### src/rtl/hav_pkg.sv
//------------------------------------------------------------------------------
// Haversine package
// Shared widths, fixed-point constants and the CORDIC angle table.
//------------------------------------------------------------------------------
package hav_pkg;

	localparam int LatW      = 31;
	localparam int LonW      = 32;
	localparam int RadW      = 23;
	localparam int DistW     = 35;
	// Internal datapath width for Q30 values and wide angle arithmetic.
	localparam int DW        = 64;
	// Sines, cosines and their products stay within one in Q30, so they fit in
	// 32 signed bits.
	localparam int MulW      = 32;
	localparam int CordicItersDefault = 32;
	localparam logic [RadW-1:0] RadiusReset = 23'd6371000;

	localparam logic signed [DW-1:0] Q30One       = 64'sd1073741824;
	localparam logic signed [DW-1:0] CordicGain   = 64'sd652032874;
	localparam logic [DW-1:0]        UnitToRad    = 64'd4024455254;
	localparam logic signed [DW-1:0] FullTurn     = 64'sd7200000000;
	localparam logic signed [DW-1:0] HalfTurn     = 64'sd3600000000;
	localparam logic signed [DW-1:0] QuarterTurn  = 64'sd1800000000;
	localparam logic [DistW-1:0]     DistMax      = 35'd26353590000;

	// Stage angle atan(2^-i) in Q30.
	function automatic logic signed [DW-1:0] atan_step(input int i);
		logic signed [DW-1:0] r;
		begin
			case (i)
				0: r = 64'sd843314856;
				1: r = 64'sd497837829;
				2: r = 64'sd263043836;
				3: r = 64'sd133525158;
				4: r = 64'sd67021686;
				5: r = 64'sd33543515;
				6: r = 64'sd16775850;
				7: r = 64'sd8388437;
				8: r = 64'sd4194282;
				9: r = 64'sd2097149;
				10: r = 64'sd1048575;
				default: r = (i <= 30) ? (64'sd1 <<< (30 - i)) : 64'sd0;
			endcase
			return r;
		end
	endfunction

	// Rounded Q30 product of two 32-bit signed operands.
	function automatic logic signed [DW-1:0] mul_q30(input logic signed [MulW-1:0] a,
		input logic signed [MulW-1:0] b);
		logic signed [DW-1:0] p;
		begin
			p = a * b;
			p = p + 64'sd536870912;
			return p >>> 30;
		end
	endfunction

	// Per-stage sideband for the angle pipeline.
	typedef struct packed {
		logic signed [DW-1:0] x;
		logic signed [DW-1:0] y;
		logic signed [DW-1:0] z;
	} rot_t;

endpackage

### src/rtl/hav_sqrt.sv
//------------------------------------------------------------------------------
// Haversine square root
// Pipelined floor root of v*2^30, one result bit per stage.
//------------------------------------------------------------------------------
module hav_sqrt (
	input  logic                          clk,
	input  logic                          en,
	input  logic signed [hav_pkg::DW-1:0] v,
	output logic signed [hav_pkg::DW-1:0] root
);
	import hav_pkg::*;

	localparam int Steps = 32;

	logic [DW-1:0] n_st   [Steps+1];
	logic [DW-1:0] res_st [Steps+1];

	assign n_st[0]   = DW'(v) << 30;
	assign res_st[0] = '0;

	// Each stage handles one bit pair of the radicand.
	for (genvar k = 0; k < Steps; k++) begin : g_bit
		localparam logic [DW-1:0] Bit = 64'd1 << (62 - 2 * k);
		always_ff @(posedge clk) begin
			if (en) begin
				if (n_st[k] >= res_st[k] + Bit) begin
					n_st[k+1]   <= n_st[k] - (res_st[k] + Bit);
					res_st[k+1] <= (res_st[k] >> 1) + Bit;
				end else begin
					n_st[k+1]   <= n_st[k];
					res_st[k+1] <= res_st[k] >> 1;
				end
			end
		end
	end

	assign root = $signed(res_st[Steps]);

endmodule

### config.mk
export PLATFORM = sky130hd
export DESIGN_NAME = hav_sqrt
export DESIGN_NICKNAME = d
export VERILOG_FILES = /design/src/rtl/hav_pkg.sv /design/src/rtl/hav_sqrt.sv
export SDC_FILE = /design/constraint.sdc
export NUM_CORES = 2
export LEC_CHECK = 0
export BUFFER_PORTS_ARGS = -buffer_cell sky130_fd_sc_hd__buf_2
export CORE_UTILIZATION = 50
export DETAILED_ROUTE_END_ITERATION = 16
export GPL_TIMING_DRIVEN = 1
export PLACE_DENSITY_LB_ADDON = 0.05
export SLEW_MARGIN = 20
export SYNTH_ARGS = -nofsm -noshare
export SYNTH_HDL_FRONTEND = slang
export SYNTH_SLANG_ARGS = --single-unit
### constraint.sdc
create_clock -name clk -period 9.5 [get_ports clk]
set_input_delay 0.475 -clock clk [delete_from_list [all_inputs] [get_ports clk]]
set_output_delay 0.475 -clock clk [all_outputs]
set_load 0.01 [all_outputs]
==> impl_metrics.toml <==
[drt]
dr_wl_met3_um = 8430
dr.pass1.iters = 6
topRoutingLayerUsed = "met4"
met2_length_um = 103000
via_per_inst = 5.66
ant_nets = 0
drt_iter0_drc = 4838
wl_um = 214000
drc = 0
detail_route.wl_per_cell_um = 18.9
dr_total_vias = 64100
wl_met1_um = 98600

[run_status]
outcome = "finished clean"

[timing]
period_share = 0.534
slew_viol_final = 0
worstMarginPinSlew_ns = 1.14
fmax_mhz = 197
setup_ws_ns = 4.43
final.setup.tns_ns = 0
rsz0062_at_grt = "false"
hold_violations = 0
setup_viol = 0
slew_headroom = 0.237
fin_crit_ns = 5.07
finClkSkew_ns = 0.0340

[yosys]
yosysTopAreaCell = "edfxtp_1"
synth_ff_type = "edfxtp_1"
synth.area.top_cells = "edfxtp_1 (56%), ha_1 (6.9%), xnor2_1 (4.0%)"
synth_warnings = 0
syn_inst = 8521
ys_types = 86
synth_edf_count = 1778
post_synth.cell_area_avg_um2 = 11.3
synth_seq_cells = 1778
seq_area_frac_synth = 0.557
async_flop_share = 0
yosysMostFrequentCell = "edfxtp_1"
synth_common_cells = "edfxtp_1 (1778), nand2_1 (703), inv_1 (688)"
synth.top_cell.area_share = 0.557
synthesis.area_um2 = 95900

[critical_path]
required_ns = 10.07
worstPathMaxFanout = 48
arrival_ns = 5.64
cp-start-kind = "flip-flop"
max_stage_delay_ns = 0.84
crit_slowest_cell = "nor4_1"
cp_top_family = "compound AO/OA/AOI/OAI gates"
cp_num_buf_inv = 3
worst_setup_path_end_kind = "flip-flop"
cpMostUsedCell = "inv_1"
r2r_slack_ns = 4.43
worst-setup-path-type = "flip-flop to flip-flop"
cp_cell_sequence = "inv_1 -> ha_1 -> inv_1 -> fa_1 -> nor2b_1 -> o21ai_0 -> a2111oi_0 -> a211oi_1 -> o41ai_1 -> a21oi_4 -> buf_4 -> nor4_1 -> nand2_1 -> xnor2_1"

[cells_and_area]
final_cell_area_um2 = 106000
layout.nets = 9261
drive_gt1_frac = 0.0584
layout-area-overhead-vs-synth_pct = 10.3

[floorplan]
die-area_um2 = 194000
core_um2 = 190000
io_pins = 130
rows = 160
fp.dieW_um = 440
initial_core_util = 0.504
die_h_um = 440

[cts]
clk_path_buf_depth = 3
post_cts_resize_count = 0
clk_pin_slew_ns = 0.06
htreeDepth = 4
clock-sinks = 1778
numCtsBuffers = 195
clkLatencyLatePin_ns = 0.84
clockRootBuffer = "clkbuf_16"
cts_tree = "done"

[place]
place_area_um2 = 98900
place.gp.congestion = 0.886
dpl.hpwl_um = 160000
portBuffers = 67
pre_cts_ws_ns = 4.50

[pwr]
p_leak_nw = 40.4
ir_drop_uv = 166
p_per_area_nw_per_um2 = 234

[global_route]
grtUsageTotal = 0.219
overflow = 0
grt_pass1_wl_um = 340000
antenna_found_initial = 3
grt_max_degree = 188
grt_pass1_vias = 62500

[run]
cap_violations = 0

[worst_hold_path]
hp-class = "input port to flip-flop"
layout make-up:
class | instances | area, µm²
Fill cell | 16000 | 84600
Sequential cell | 1778 | 53400
Multi-Input combinational cell | 5839 | 38900
Clock buffer | 231 | 5010
Tap cell | 2511 | 3140
Inverter | 696 | 2620
Clock inverter | 126 | 1490
Timing Repair Buffer | 144 | 1140
Antenna cell | 1 | 2.50
metal layers:
| layer | vias to the layer above | track usage |
|---|---|---|
| li1 | 31500 | - |
| met5 | - | 0 |
| met3 | 317 | 0.0283 |
| met1 | 31000 | 0.301 |
| met4 | 0 | 0.0570 |
| met2 | 1296 | 0.366 |
cells by family (layout without fill, tap and decap cells):
family                     Yosys count  count (layout)  share of synthesized area
AOI/OAI and AO/OA                 1818            1818                      0.118
xor gates and xnor gates           829             829                     0.0757
adders and majority gates          541             541                     0.0717
buffers and inverters              935            1197                     0.0394
DFF                               1778            1778                      0.557
muxes                               55              55                    0.00629
other                                1              33                  0.0000391
and+or+nand+nor                   2564            2564                      0.132
layout by cell type, fill, tap and decap left out, types with 42 or more instances in the layout:
cell type | Yosys | routed
nor4_1 | 192 | 190
nand2_1 | 703 | 703
a31oi_1 | 48 | 48
clkbuf_16 | 0 | 195
and3_1 | 44 | 44
inv_1 | 688 | 688
nor3_1 | 253 | 251
o31ai_1 | 61 | 61
a21o_1 | 236 | 236
nor2b_1 | 59 | 58
a21oi_1 | 535 | 532
o21a_1 | 91 | 91
edfxtp_1 | 1778 | 1778
nor2_1 | 578 | 576
a211oi_1 | 64 | 61
buf_2 | 9 | 66
nand4_1 | 123 | 123
xnor2_1 | 443 | 443
ha_1 | 527 | 527
nand2b_1 | 105 | 105
nand3_1 | 159 | 159
xor2_1 | 386 | 386
o21bai_1 | 57 | 57
clkinv_1 | 3 | 44
or3_1 | 93 | 93
mux2_2 | 42 | 42
o21ai_0 | 479 | 479
stage by stage:
| step | util | std cells | power, W | hold slack [ns] |
|---|---|---|---|---|
| 6_report | 0.555 | 11300 | 0.0248 | 0.111 |
| 5_1_grt | 0.555 | 11300 | 0.0261 | 0.134 |
| 4_1_cts | 0.555 | 11300 | 0.0250 | 0.0998 |
| 3_5_place_dp | 0.519 | 10900 | 0.0172 | 0.435 |
| 3_3_place_gp | 0.519 | 10900 | 0.0172 | 0.428 |
| 2_1_floorplan | - | 8552 | 0.0154 | 0.417 |
power breakdown:
part	internal, W	leakage [nW]	total [W]	switching [W]
combinational	0.00247	20.4	0.00602	0.00354
clock	0.00443	3.13	0.00763	0.00320
sequential	0.0102	16.8	0.0111	0.000922
registers in the layout (all words and copies together), names as in the netlist:
register  count
root         32
n_st       1250
res_st      496
repair_timing:
item	in CTS	in global routing
hold buffers	35	0
endpoints found under the setup margin	0	0
hold endpoints to repair	35	0
setup buffers	0	0
worst paths after layout:
path                    startpoint                    end  cells after the start
max          res_st[660]$_DFFE_PP_    n_st[627]$_DFFE_PP_                     14
max reg2reg  res_st[660]$_DFFE_PP_    n_st[627]$_DFFE_PP_                     14
min reg2reg  res_st[205]$_DFFE_PP_  res_st[140]$_DFFE_PP_                      0
min                             en   n_st[1082]$_DFFE_PP_                      1
Note: power is estimated with default switching activity, not from simulation.
